### src/hdl/blir_pkg.sv
`timescale 1ns / 1ps
// ----------------------------------------------------------------------------
// blir_pkg
// Shared types and codes for the bounded list: request kinds, status codes,
// stream word widths and the controller/datapath command and status groups.
// ----------------------------------------------------------------------------
package blir_pkg;

  // Stream word layout
  localparam int IN_TDATA_W  = 40;  // value[31:0], position[39:32]
  localparam int IN_TUSER_W  = 3;   // action[2:0]
  localparam int OUT_TDATA_W = 40;  // removed_value[31:0], entry_count[36:32], zero pad
  localparam int OUT_TUSER_W = 2;   // status[1:0]

  localparam int FIELD_VALUE_W = 32;
  localparam int FIELD_POS_W   = 8;
  localparam int FIELD_COUNT_W = 5;

  // Request kinds
  localparam logic [2:0] ACT_PUSH_FRONT  = 3'd0;
  localparam logic [2:0] ACT_PUSH_BACK   = 3'd1;
  localparam logic [2:0] ACT_POP_FRONT   = 3'd2;
  localparam logic [2:0] ACT_REMOVE_LAST = 3'd3;
  localparam logic [2:0] ACT_REMOVE_AT   = 3'd4;

  // Status codes
  localparam logic [1:0] ST_OK     = 2'd0;
  localparam logic [1:0] ST_EMPTY  = 2'd1;
  localparam logic [1:0] ST_BOUNDS = 2'd2;
  localparam logic [1:0] ST_FULL   = 2'd3;

  // Value returned by a failed removal
  localparam logic [FIELD_VALUE_W-1:0] FAIL_VALUE = 32'hFFFF_FFFF;

  // Commands from the controller to the datapath
  typedef struct packed {
    logic take_req;   // latch the incoming word
    logic exec;       // decide, update pointers, issue first memory access
    logic capture;    // take the removed value from the read register
    logic shift_rd;   // read the entry behind the gap
    logic shift_wr;   // write it into the gap and advance
    logic load_out;   // move the result into the output register
  } cmd_t;

  // Status from the datapath to the controller
  typedef struct packed {
    logic need_read;  // request removes an entry
    logic more;       // entries remain to be moved down
    logic more_after; // entries remain after the current move
  } stat_t;

endpackage

### src/hdl/blir_ctrl.sv
`timescale 1ns / 1ps
// ----------------------------------------------------------------------------
// blir_ctrl
// Sequencer for the bounded list: accepts one word, steps the datapath
// through decision, read-back and gap closing, then hands the result on.
// ----------------------------------------------------------------------------
module blir_ctrl (
  input  logic            clk_i,
  input  logic            rst_ni,
  input  logic            in_valid_i,
  output logic            in_ready_o,
  output logic            out_valid_o,
  input  logic            out_ready_i,
  input  blir_pkg::stat_t stat_i,
  output blir_pkg::cmd_t  cmd_o
);

  typedef enum logic [5:0] {
    S_IDLE     = 6'b000001,
    S_EXEC     = 6'b000010,
    S_CAPTURE  = 6'b000100,
    S_SHIFT_RD = 6'b001000,
    S_SHIFT_WR = 6'b010000,
    S_FINISH   = 6'b100000
  } state_e;

  state_e state_q, state_d;
  logic   out_valid_q, out_valid_d;
  logic   slot_free;

  assign slot_free = !out_valid_q || out_ready_i;

  // Next state and commands
  always_comb begin
    state_d = state_q;
    cmd_o   = '0;
    case (state_q)
      S_IDLE: begin
        if (in_valid_i) begin
          cmd_o.take_req = 1'b1;
          state_d        = S_EXEC;
        end
      end
      S_EXEC: begin
        cmd_o.exec = 1'b1;
        state_d    = stat_i.need_read ? S_CAPTURE : S_FINISH;
      end
      S_CAPTURE: begin
        cmd_o.capture = 1'b1;
        state_d       = stat_i.more ? S_SHIFT_RD : S_FINISH;
      end
      S_SHIFT_RD: begin
        cmd_o.shift_rd = 1'b1;
        state_d        = S_SHIFT_WR;
      end
      S_SHIFT_WR: begin
        cmd_o.shift_wr = 1'b1;
        state_d        = stat_i.more_after ? S_SHIFT_RD : S_FINISH;
      end
      S_FINISH: begin
        if (slot_free) begin
          cmd_o.load_out = 1'b1;
          state_d        = S_IDLE;
        end
      end
      default: begin
        state_d = S_IDLE;
      end
    endcase
  end

  // Hold the output word until it is taken
  always_comb begin
    out_valid_d = out_valid_q;
    if (out_valid_q && out_ready_i) begin
      out_valid_d = 1'b0;
    end
    if (cmd_o.load_out) begin
      out_valid_d = 1'b1;
    end
  end

  always_ff @(posedge clk_i or negedge rst_ni) begin
    if (!rst_ni) begin
      state_q     <= S_IDLE;
      out_valid_q <= 1'b0;
    end else begin
      state_q     <= state_d;
      out_valid_q <= out_valid_d;
    end
  end

  assign in_ready_o  = (state_q == S_IDLE);
  assign out_valid_o = out_valid_q;

endmodule

### src/hdl/blir_datapath.sv
`timescale 1ns / 1ps
// ----------------------------------------------------------------------------
// blir_datapath
// Entry memory kept as a circular buffer with head pointer and count,
// request and result registers, and the output word register.
// ----------------------------------------------------------------------------
module blir_datapath #(
  parameter int CAPACITY   = 16,
  parameter int VALUE_BITS = 32
) (
  input  logic                               clk_i,
  input  logic                               rst_ni,
  input  blir_pkg::cmd_t                     cmd_i,
  output blir_pkg::stat_t                    stat_o,
  input  logic [blir_pkg::IN_TDATA_W-1:0]    in_tdata_i,   // value, position
  input  logic [blir_pkg::IN_TUSER_W-1:0]    in_tuser_i,   // action
  output logic [blir_pkg::OUT_TDATA_W-1:0]   out_tdata_o,  // removed_value, entry_count, pad
  output logic [blir_pkg::OUT_TUSER_W-1:0]   out_tuser_o   // status
);

  localparam int IDX_W = (CAPACITY > 1) ? $clog2(CAPACITY) : 1;
  localparam int CNT_W = $clog2(CAPACITY + 1);
  localparam int SUM_W = IDX_W + 1;
  localparam int CMP_W = (CNT_W > blir_pkg::FIELD_POS_W) ? CNT_W : blir_pkg::FIELD_POS_W;
  localparam int EXT_W = 2 * blir_pkg::FIELD_VALUE_W;
  localparam int PAD_W = blir_pkg::OUT_TDATA_W - blir_pkg::FIELD_VALUE_W
                         - blir_pkg::FIELD_COUNT_W;

  // Map a logical position onto a memory address
  function automatic logic [IDX_W-1:0] phys(input logic [IDX_W-1:0] head,
                                            input logic [IDX_W-1:0] off);
    logic [SUM_W-1:0] sum;
    sum = {1'b0, head} + {1'b0, off};
    if (sum >= SUM_W'(CAPACITY)) begin
      sum = sum - SUM_W'(CAPACITY);
    end
    return sum[IDX_W-1:0];
  endfunction

  logic [VALUE_BITS-1:0] mem [CAPACITY];

  logic [IDX_W-1:0]      head_q, head_d;
  logic [CNT_W-1:0]      count_q, count_d;
  logic [IDX_W-1:0]      j_q, j_d;
  logic [2:0]            act_q;
  logic [VALUE_BITS-1:0] val_q;
  logic [blir_pkg::FIELD_POS_W-1:0] pos_q;
  logic [blir_pkg::FIELD_VALUE_W-1:0] res_value_q, res_value_d;
  logic [1:0]            res_status_q, res_status_d;
  logic [VALUE_BITS-1:0] rd_data_q;
  logic [blir_pkg::FIELD_VALUE_W-1:0] out_value_q;
  logic [1:0]            out_status_q;
  logic [blir_pkg::FIELD_COUNT_W-1:0] out_count_q;

  logic                  mem_we, mem_re;
  logic [IDX_W-1:0]      mem_waddr, mem_raddr;
  logic [VALUE_BITS-1:0] mem_wdata;
  logic [EXT_W-1:0]      in_val_ext;
  logic                  full, empty, pos_ok;

  assign in_val_ext = {{blir_pkg::FIELD_VALUE_W{in_tdata_i[blir_pkg::FIELD_VALUE_W-1]}},
                       in_tdata_i[blir_pkg::FIELD_VALUE_W-1:0]};

  assign full   = (count_q == CNT_W'(CAPACITY));
  assign empty  = (count_q == '0);
  assign pos_ok = (CMP_W'(pos_q) < CMP_W'(count_q));

  // Controller status
  always_comb begin
    stat_o = '0;
    case (act_q)
      blir_pkg::ACT_POP_FRONT,
      blir_pkg::ACT_REMOVE_LAST: stat_o.need_read = !empty;
      blir_pkg::ACT_REMOVE_AT:   stat_o.need_read = !empty && pos_ok;
      default:                   stat_o.need_read = 1'b0;
    endcase
    stat_o.more       = (act_q == blir_pkg::ACT_REMOVE_AT)
                        && ((CNT_W + 1)'(j_q) < (CNT_W + 1)'(count_q));
    stat_o.more_after = ((CNT_W + 1)'(j_q) + (CNT_W + 1)'(1)) < (CNT_W + 1)'(count_q);
  end

  // Decide, update pointers and drive the memory port
  always_comb begin
    head_d       = head_q;
    count_d      = count_q;
    j_d          = j_q;
    res_value_d  = res_value_q;
    res_status_d = res_status_q;
    mem_we       = 1'b0;
    mem_waddr    = head_q;
    mem_wdata    = val_q;
    mem_re       = 1'b0;
    mem_raddr    = head_q;

    if (cmd_i.exec) begin
      res_value_d  = '0;
      res_status_d = blir_pkg::ST_OK;
      case (act_q)
        blir_pkg::ACT_PUSH_FRONT: begin
          if (full) begin
            res_status_d = blir_pkg::ST_FULL;
          end else begin
            head_d    = (head_q == '0) ? IDX_W'(CAPACITY - 1) : head_q - IDX_W'(1);
            mem_we    = 1'b1;
            mem_waddr = head_d;
            count_d   = count_q + CNT_W'(1);
          end
        end
        blir_pkg::ACT_PUSH_BACK: begin
          if (full) begin
            res_status_d = blir_pkg::ST_FULL;
          end else begin
            mem_we    = 1'b1;
            mem_waddr = phys(head_q, IDX_W'(count_q));
            count_d   = count_q + CNT_W'(1);
          end
        end
        blir_pkg::ACT_POP_FRONT: begin
          if (empty) begin
            res_value_d  = blir_pkg::FAIL_VALUE;
            res_status_d = blir_pkg::ST_EMPTY;
          end else begin
            mem_re    = 1'b1;
            mem_raddr = head_q;
            head_d    = (head_q == IDX_W'(CAPACITY - 1)) ? '0 : head_q + IDX_W'(1);
            count_d   = count_q - CNT_W'(1);
          end
        end
        blir_pkg::ACT_REMOVE_LAST: begin
          if (empty) begin
            res_value_d  = blir_pkg::FAIL_VALUE;
            res_status_d = blir_pkg::ST_EMPTY;
          end else begin
            mem_re    = 1'b1;
            mem_raddr = phys(head_q, IDX_W'(count_q - CNT_W'(1)));
            count_d   = count_q - CNT_W'(1);
          end
        end
        blir_pkg::ACT_REMOVE_AT: begin
          if (empty) begin
            res_value_d  = blir_pkg::FAIL_VALUE;
            res_status_d = blir_pkg::ST_EMPTY;
          end else if (!pos_ok) begin
            res_value_d  = blir_pkg::FAIL_VALUE;
            res_status_d = blir_pkg::ST_BOUNDS;
          end else begin
            mem_re    = 1'b1;
            mem_raddr = phys(head_q, IDX_W'(pos_q));
            j_d       = IDX_W'(pos_q);
            count_d   = count_q - CNT_W'(1);
          end
        end
        default: begin
          res_value_d  = '0;
          res_status_d = blir_pkg::ST_OK;
        end
      endcase
    end

    if (cmd_i.capture) begin
      res_value_d = blir_pkg::FIELD_VALUE_W'(rd_data_q);
    end

    // Close the gap one entry at a time
    if (cmd_i.shift_rd) begin
      mem_re    = 1'b1;
      mem_raddr = phys(head_q, j_q + IDX_W'(1));
    end
    if (cmd_i.shift_wr) begin
      mem_we    = 1'b1;
      mem_waddr = phys(head_q, j_q);
      mem_wdata = rd_data_q;
      j_d       = j_q + IDX_W'(1);
    end
  end

  // Entry memory, registered read
  always_ff @(posedge clk_i) begin
    if (mem_we) begin
      mem[mem_waddr] <= mem_wdata;
    end
    if (mem_re) begin
      rd_data_q <= mem[mem_raddr];
    end
  end

  // List pointers
  always_ff @(posedge clk_i or negedge rst_ni) begin
    if (!rst_ni) begin
      head_q  <= '0;
      count_q <= '0;
    end else begin
      head_q  <= head_d;
      count_q <= count_d;
    end
  end

  // Request, result and output word registers
  always_ff @(posedge clk_i) begin
    if (cmd_i.take_req) begin
      act_q <= in_tuser_i;
      val_q <= in_val_ext[VALUE_BITS-1:0];
      pos_q <= in_tdata_i[blir_pkg::FIELD_VALUE_W +: blir_pkg::FIELD_POS_W];
    end
    j_q          <= j_d;
    res_value_q  <= res_value_d;
    res_status_q <= res_status_d;
    if (cmd_i.load_out) begin
      out_value_q  <= res_value_q;
      out_status_q <= res_status_q;
      out_count_q  <= blir_pkg::FIELD_COUNT_W'(count_q);
    end
  end

  assign out_tdata_o = {{PAD_W{1'b0}}, out_count_q, out_value_q};
  assign out_tuser_o = out_status_q;

endmodule

### src/hdl/bounded_list_with_index_remove.sv
`timescale 1ns / 1ps
// ----------------------------------------------------------------------------
// bounded_list_with_index_remove
// Bounded ordered list of signed values with push front/back, pop front,
// remove last and remove at position, one result word per request.
// ----------------------------------------------------------------------------
// Entries sit in a memory with one write and one read port, used one access
// at a time as a circular buffer, so pushes, pop front and remove last move
// no data. Pushes, errors and unused codes pass from acceptance through the
// decision to the finish; pop front and remove last add one memory read, and
// remove at position then reads every entry behind the removed one and
// writes it back one place lower, one memory access at a time. The result
// waits in an output register, so a new request is taken while the previous
// result is still unclaimed; the block only stalls at the end of a request
// while that register is full. The memory needs no clearing after reset.
// ----------------------------------------------------------------------------
module bounded_list_with_index_remove #(
  parameter int CAPACITY   = 16,
  parameter int VALUE_BITS = 32
) (
  input  logic                              clk_i,
  input  logic                              rst_ni,
  input  logic                              s_axis_tvalid,
  output logic                              s_axis_tready,
  input  logic [blir_pkg::IN_TDATA_W-1:0]   s_axis_tdata,   // value[31:0], position[39:32]
  input  logic [blir_pkg::IN_TUSER_W-1:0]   s_axis_tuser,   // action[2:0]
  output logic                              m_axis_tvalid,
  input  logic                              m_axis_tready,
  output logic [blir_pkg::OUT_TDATA_W-1:0]  m_axis_tdata,   // removed_value[31:0],
                                                            // entry_count[36:32], zero[39:37]
  output logic [blir_pkg::OUT_TUSER_W-1:0]  m_axis_tuser    // status[1:0]
);

  blir_pkg::cmd_t  cmd;
  blir_pkg::stat_t stat;

  blir_ctrl u_ctrl (
    .clk_i       (clk_i),
    .rst_ni      (rst_ni),
    .in_valid_i  (s_axis_tvalid),
    .in_ready_o  (s_axis_tready),
    .out_valid_o (m_axis_tvalid),
    .out_ready_i (m_axis_tready),
    .stat_i      (stat),
    .cmd_o       (cmd)
  );

  blir_datapath #(
    .CAPACITY   (CAPACITY),
    .VALUE_BITS (VALUE_BITS)
  ) u_datapath (
    .clk_i       (clk_i),
    .rst_ni      (rst_ni),
    .cmd_i       (cmd),
    .stat_o      (stat),
    .in_tdata_i  (s_axis_tdata),
    .in_tuser_i  (s_axis_tuser),
    .out_tdata_o (m_axis_tdata),
    .out_tuser_o (m_axis_tuser)
  );

  // At most one datapath step per cycle
  a_one_cmd: assert property (@(posedge clk_i) disable iff (!rst_ni)
    $onehot0({cmd.take_req, cmd.exec, cmd.capture, cmd.shift_rd, cmd.shift_wr,
              cmd.load_out}))
    else $error("more than one datapath command at once");

  // A latched word is decided in the next cycle
  a_take_exec: assert property (@(posedge clk_i) disable iff (!rst_ni)
    cmd.take_req |=> cmd.exec)
    else $error("accepted word not executed");

  // No word is taken while a request is in progress
  a_no_overlap: assert property (@(posedge clk_i) disable iff (!rst_ni)
    s_axis_tready |-> !(cmd.exec || cmd.capture || cmd.shift_rd || cmd.shift_wr))
    else $error("input ready while a request is in progress");

  // A loaded result is presented in the next cycle
  a_load_valid: assert property (@(posedge clk_i) disable iff (!rst_ni)
    cmd.load_out |=> m_axis_tvalid)
    else $error("loaded result not presented");

endmodule
### config.mk
export PLATFORM = sky130hd
export DESIGN_NAME = bounded_list_with_index_remove
export DESIGN_NICKNAME = d
export VERILOG_FILES = /design/src/hdl/blir_pkg.sv /design/src/hdl/blir_ctrl.sv /design/src/hdl/blir_datapath.sv /design/src/hdl/bounded_list_with_index_remove.sv
export SDC_FILE = /design/constraint.sdc
export NUM_CORES = 1
export LEC_CHECK = 0
export ABC_CLOCK_PERIOD_IN_PS = 5790
export BUFFER_PORTS_ARGS = -buffer_cell sky130_fd_sc_hd__buf_4
export CAP_MARGIN = 10
export CORE_ASPECT_RATIO = 0.8
export CORE_MARGIN = 2
export CORE_UTILIZATION = 55
export CTS_CLUSTER_SIZE = 28
export DETAILED_ROUTE_END_ITERATION = 7
export PLACE_DENSITY = 0.72
export SLEW_MARGIN = 20
export SYNTH_ARGS = -nofsm -noshare
export SYNTH_HDL_FRONTEND = slang
export SYNTH_HIERARCHICAL = 1
export SYNTH_SLANG_ARGS = --single-unit
### constraint.sdc
create_clock -name clk_i -period 5.79 [get_ports clk_i]
set_clock_uncertainty 0.15 [all_clocks]
set_input_delay 1.158 -clock clk_i [delete_from_list [all_inputs] [get_ports clk_i]]
set_output_delay 1.158 -clock clk_i [all_outputs]
set_load 0.03 [all_outputs]
Word-level counts from Yosys, hierarchy flattened
Memories as Yosys holds them, arrays and structs flattened. A register that Yosys moved wholly into a read port is not among the register bits. Index checks and enable logic that the tools add are counted.

Flip-flop bits (word level): 136. Bits in writable memories: 512. Input port bits: 47. Word-level logic and storage cells: 151. Memories kept: 1.

Memory list: u_datapath.mem (words 16, bits a word 32, rd ports 1, clocked after Yosys merged registers in 1, write ports 1, line blir_datapath.sv:40) `logic [VALUE_BITS-1:0] mem [CAPACITY];`.

$add $sub $neg: 16. Magnitude comparators: 8. Equal/unequal tests: 20. Multiplexer cells: 71. Reductions and logical operators: 22.

Operators with widths (number): 32-bit two-way mux (6); 4-bit two-way mux (22); 32-bit case mux with 2 select lines (1); 6-bit case mux with 6 select lines (1); 6-bit two-way mux (5); 4-bit by 4-bit adder with 5-bit output (5); 5-bit greater-or-equal comparator, second input constant (5); 4-bit case mux with 2 select lines (3); 4-bit by 1-bit subtractor with 4-bit output, second input constant (6); 1-bit two-way mux (22); 5-bit two-way mux (4); 5-bit case mux with 3 select lines (1); 2-bit inequality test, second input constant (6); 2-bit nonzero test (6); 4-bit by 1-bit adder with 4-bit output, second input constant (2); 8-bit by 5-bit < comparator with 1-bit output (1); 3-bit by 2-bit == test with 1-bit output, second input constant (2); 6-bit by 1-bit == test with 1-bit output, second input constant (1); 6-bit by 2-bit == test with 1-bit output, second input constant (1); 6-bit by 3-bit == test with 1-bit output, second input constant (1); 6-bit by 4-bit == test with 1-bit output, second input constant (1); 6-bit by 5-bit == test with 1-bit output, second input constant (1); 6-bit == test, second input constant (1); 6-bit by 5-bit < comparator with 1-bit output (1); 24 further kinds (32).

Logic depth before layout (Yosys ltp)
Depth in word-level cells: 8. Mapped depth: 14.

Modules after synthesis
The synthesis kept the hierarchy.

Modules (own cells, without submodules): blir_datapath (times used 1, cells each 1863, area each 27806.7 um^2); blir_ctrl (times used 1, cells each 46, area each 441.7 um^2).

Least setup slack after synthesis
Ideal clock, no wire load.

Kind: register to register. Start point: register u_ctrl.state_q[4]. End point: memory u_datapath.mem[8][0] (enable). Library setup time: 421 ps. Data arrival time: 4094 ps. Required time: 5219 ps. Setup slack: 1125 ps. Cell stages (with the launch flop): 11. Buffers on the path: 1. Period minus slack after synthesis: 4665 ps. Cells stage by stage: dfrtp_1 > or3_1 > buf_2 > nor4b_2 > nand2_1 > nor2_1 > a21oi_1 > o221ai_1 > o21ai_0 > or2_2 > nor2_1.

RTL lines: start, declared (line blir_ctrl.sv:27) `state_e state_q, state_d;`; start signal, assigned (line blir_ctrl.sv:88) `state_q <= state_d;`; end, declared (line blir_datapath.sv:40).

Worst setup path in the final report
Start point: register u_datapath.count_q[1]. End point: register u_datapath.rd_data_q[31], read port of u_datapath.mem (data pin).

Longest elaborated chain between the ends: 8. Elaborated cells on any way between the ends: 19. Classes of those cells: add/sub (3); order compare (2); mux (13); reduce/logical (1).

Ends and longest elaborated chain: start, declared (line blir_datapath.sv:43) `logic [CNT_W-1:0] count_q, count_d;`; start signal, assigned (line blir_datapath.sv:194) `count_q <= count_d;`; 5-bit by 1-bit subtractor with 5-bit output; 4-bit by 4-bit adder with 5-bit output (line blir_datapath.sv:33) `sum = {1'b0, head} + {1'b0, off};`; 4-bit by 1-bit subtractor with 4-bit output / 5-bit greater-or-equal comparator (equally long branches) (line blir_datapath.sv:35, blir_datapath.sv:34); 4-bit two-way mux (line blir_datapath.sv:34) `if (sum >= SUM_W'(CAPACITY)) begin`; 4-bit two-way mux (line blir_datapath.sv:130) `if (empty) begin`; 4-bit case mux with 2 select lines (line blir_datapath.sv:98) `case (act_q)`; 4-bit two-way mux (line blir_datapath.sv:95) `if (cmd_i.exec) begin`; 4-bit two-way mux (line blir_datapath.sv:165) `if (cmd_i.shift_rd) begin`; end, declared (line blir_datapath.sv:50) `logic [VALUE_BITS-1:0] rd_data_q;`.

Parallel ways exist; a longest one is shown, timed or not. A chain may end at the register's enable or synchronous reset.

==> flow_summary.json <==
{
  "rsz0062_at_grt": "false",
  "hold_buffers": 0,
  "rrSetupSlack_ns": 0.99,
  "setup_tns_ns": 0,
  "vias": 17700,
  "io_pins": 91,
  "area_growth_syn_to_layout_pct": 12.7,
  "routabilityCongestion": 0.885,
  "root_buffer": "clkbuf_16",
  "synth-xor-area-share_pct": 0.713,
  "synth-main-ff-cell": "edfxtp_1",
  "fp.dieArea_um2": 53200,
  "cp-end-kind": "flip-flop",
  "synth_compound_area_share_pct": 10.3,
  "core_area_um2": 50900,
  "vias_per_cell": 6.53,
  "finalNetCount": 2054,
  "grt_use_total_pct": 26.8,
  "syn_inst": 1909,
  "drc": 0,
  "rows": 74,
  "ir_worst_vdd_v": 0.000293,
  "yosys.area_share.simple_pct": 8.34,
  "crit_slowest_cell": "buf_4",
  "portBuffers": 87,
  "cts_setup_buffers": 0,
  "firstDrtPassIters": 6,
  "ys_warn_count": 6,
  "period_needed_ns": 4.80,
  "cts_tree": "built",
  "hold_class": "input port to async pin",
  "cts-htree-levels": 3,
  "wire_per_inst_um": 26.2,
  "fillers": 3658,
  "finalSetupViolCount": 0,
  "grt_start_max_net_pins": 129,
  "r2r_end": "u_datapath/rd_data_q[31]$_DFFE_PP_",
  "clkSlewWorstSetupHoldPaths_ns": 0.06,
  "async_flop_share_pct": 2.35,
  "clk_latency_ns": 0.61,
  "die_w_um": 257,
  "wl_mm": 70.8,
  "final_core_util_pct": 62.5,
  "fmaxAchievable_mhz": 208,
  "leakage_nw": 10.7,
  "hpwl_mm": 39.6,
  "ant_nets": 0,
  "whs_ns": 0.268,
  "critPathKind": "flip-flop to flip-flop",
  "finalMaxSlewViolations": 0,
  "crit_fanout": 74,
  "slew_headroom_pct": 31.7,
  "worst-path-buf-inv": 2,
  "max_stage_delay_ns": 0.73,
  "reg2reg_from": "u_datapath/count_q[1]$_DFFE_PN0P_",
  "worst_slew_pin_slew_ns": 1.02,
  "hold_viol": 0,
  "rr_worst_depth": 10,
  "avgSynthCellArea_um2": 14.8,
  "finalCritPeriodShare_pct": 82.9,
  "initialDrtViolationCount": 2290,
  "maxCapViolCount": 0,
  "clockBufferDepth": 3,
  "clock-sinks": 680,
  "start_util_pct": 55.5,
  "antenna_found_initial": 7,
  "seq_area_frac_synth_pct": 72.0,
  "arrival_ns": 5.03,
  "synth_edf_count": 664,
  "syn_area_um2": 28200,
  "grt_pass1_vias": 17100,
  "layout-drive-gt1-share_pct": 16.6,
  "ys_seq_elements": 680,
  "cts_resized": 0,
  "dieHeight_um": 207,
  "synth_fa_ha_area_share_pct": 1.73,
  "grt_pass1_wl_mm": 107,
  "synth_cell_types": 71,
  "numCtsBuffers": 67,
  "path_delay_family": "compound AO/OA/AOI/OAI gates",
  "synthMuxAreaShare_pct": 4.12,
  "overflow": 0,
  "path_cells": "inv_1, ha_1, or4b_4, o31ai_1, o21a_4, buf_4, o21ai_0, nand3_1, a211oi_1, a311oi_1",
  "status": "finished clean",
  "crit_required_ns": 6.02,
  "cp-start-kind": "flip-flop",
  "p_per_area_nw_per_um2": 471,
  "synth_top_family_by_area": "compound AO/OA/AOI/OAI gates"
}
-- worst max path at each step --
stage	start	end	slack [ns]	cells past startpoint
after detailed placement	u_datapath/count_q[1]$_DFFE_PN0P_	u_datapath/mem[1][5]$_DFFE_PP_	1.12	12
after global placement	u_datapath/count_q[1]$_DFFE_PN0P_	u_datapath/rd_data_q[9]$_DFFE_PP_	1.17	10
after CTS	u_datapath/count_q[1]$_DFFE_PN0P_	u_datapath/rd_data_q[31]$_DFFE_PP_	1.06	10
after floorplan	u_ctrl/state_q[4]$_DFFE_PN0P_	u_datapath/mem[8][0]$_DFFE_PP_	1.13	10
after global routing	u_datapath/count_q[1]$_DFFE_PN0P_	u_datapath/mem[1][28]$_DFFE_PP_	0.68	12
final	u_datapath/count_q[1]$_DFFE_PN0P_	u_datapath/rd_data_q[31]$_DFFE_PP_	0.99	10
-- flip-flops by register name (all words and copies together), names as in the netlist --
name                     flops
u_datapath/j_q               4
u_datapath/head_q            4
u_datapath/out_count_q       5
u_ctrl/out_valid_o           1
u_datapath/pos_q             8
u_datapath/act_q             3
u_datapath/count_q           5
u_datapath/out_value_q      32
u_datapath/out_tuser_o       2
u_datapath/val_q            32
u_datapath/res_value_q      32
u_ctrl/state_q               6
u_datapath/rd_data_q        32
u_datapath/mem             512
u_datapath/res_status_q      2
-- per-stage QoR --
stage               std cells  worst slack [ns]  total power, mW  cell area [µm²]
floorplan                1911              1.13             9.58            28300
global placement         2585              1.17             10.8            29800
detailed placement       2585              1.12             10.9            29800
CTS                      2702              1.06             15.0            31800
global route             2703             0.684             15.7            31800
finish                   2705             0.989             15.0            31800
-- placed cells by master (no fill, tap or decap), types with 4 or more instances in the layout --
cell       count
a21o_1        39
ha_1          31
o21ai_0      138
xnor2_1       15
nor2_4        18
mux2_2        35
nor2_1        27
clkinv_1      13
buf_12        12
nor3_1         6
a21oi_1       88
clkbuf_16     69
dfrtp_1       15
o31ai_1        4
a221o_1       32
edfxtp_1     664
inv_1         25
xor2_1         7
o22ai_1        4
a211oi_1      65
nand2_1      126
fa_1           5
mux4_2        32
buf_4        123
nand3_1      264
nand2b_1      11
mux2i_1        5
clkbuf_1      17
a311oi_1      33
o21ai_1        7
clkinv_2       8
-- kinds of logic after synthesis --
family	Yosys count
simple gates	485
xor+xnor	23
other cells	1
compound gates	442
mux	72
buf+inv	170
fa+ha+maj	36
flops	680
-- where the power goes --
group	switching [mW]	internal [mW]
clock network	1.78	2.30
logic	3.10	1.61
registers	0.218	5.98
-- metal layers --
layer / wire (µm) / GRT usage, % / vias to the layer above
met2: 31800 / 40.7 / 1043
met5: 28 / 0 / -
li1: - / - / 7606
met3: 8140 / 6.20 / 153
met1: 28800 / 38.7 / 8867
met4: 2050 / 9.06 / 4
-- cell usage after synthesis (2+ instances only) --
cell / n / share of area, %
a211oi_1: 65 / 1.7
a21o_1: 40 / 1.1
a21oi_1: 88 / 1.6
a221o_1: 32 / 1.1
a22oi_1: 2 / 0.053
a311oi_1: 33 / 1.0
and2_1: 3 / 0.066
and3_1: 3 / 0.066
buf_1: 16 / 0.21
buf_2: 26 / 0.46
buf_4: 8 / 0.21
buf_6: 11 / 0.44
clkbuf_1: 83 / 1.1
dfrtp_1: 15 / 1.3
edfxtp_1: 664 / 71
fa_1: 5 / 0.35
ha_1: 31 / 1.4
inv_1: 25 / 0.33
mux2_2: 35 / 1.4
mux2i_1: 5 / 0.18
mux4_2: 32 / 2.6
nand2_1: 127 / 1.7
nand2b_1: 11 / 0.24
nand3_1: 264 / 4.7
nor2_1: 46 / 0.61
nor2b_1: 4 / 0.089
nor3_1: 6 / 0.11
nor3b_1: 2 / 0.053
nor4b_2: 2 / 0.11
o211ai_1: 3 / 0.080
o21a_1: 3 / 0.080
o21ai_0: 139 / 2.5
o21ai_1: 7 / 0.12
o22ai_1: 4 / 0.089
o311ai_0: 2 / 0.062
o31a_1: 3 / 0.093
o31ai_1: 5 / 0.13
o41ai_1: 2 / 0.062
or2_2: 2 / 0.044
or3_1: 2 / 0.044
or4b_4: 2 / 0.097
xnor2_1: 16 / 0.50
xor2_1: 7 / 0.22
-- area by class of cell --
| type | instances | area (µm²) | share of cell area, % |
|---|---|---|---|
| Tap cell | 684 | 856 | 2.69 |
| Timing Repair Buffer | 136 | 1170 | 3.69 |
| Clock buffer | 88 | 1820 | 5.71 |
| Antenna cell | 2 | 5.00 | 0.0157 |
| Clock inverter | 29 | 201 | 0.633 |
| Sequential cell | 680 | 20300 | 63.9 |
| Multi-Input combinational cell | 1061 | 7330 | 23.0 |
| Inverter | 25 | 93.8 | 0.295 |
(Power assumes the default switching activity.)
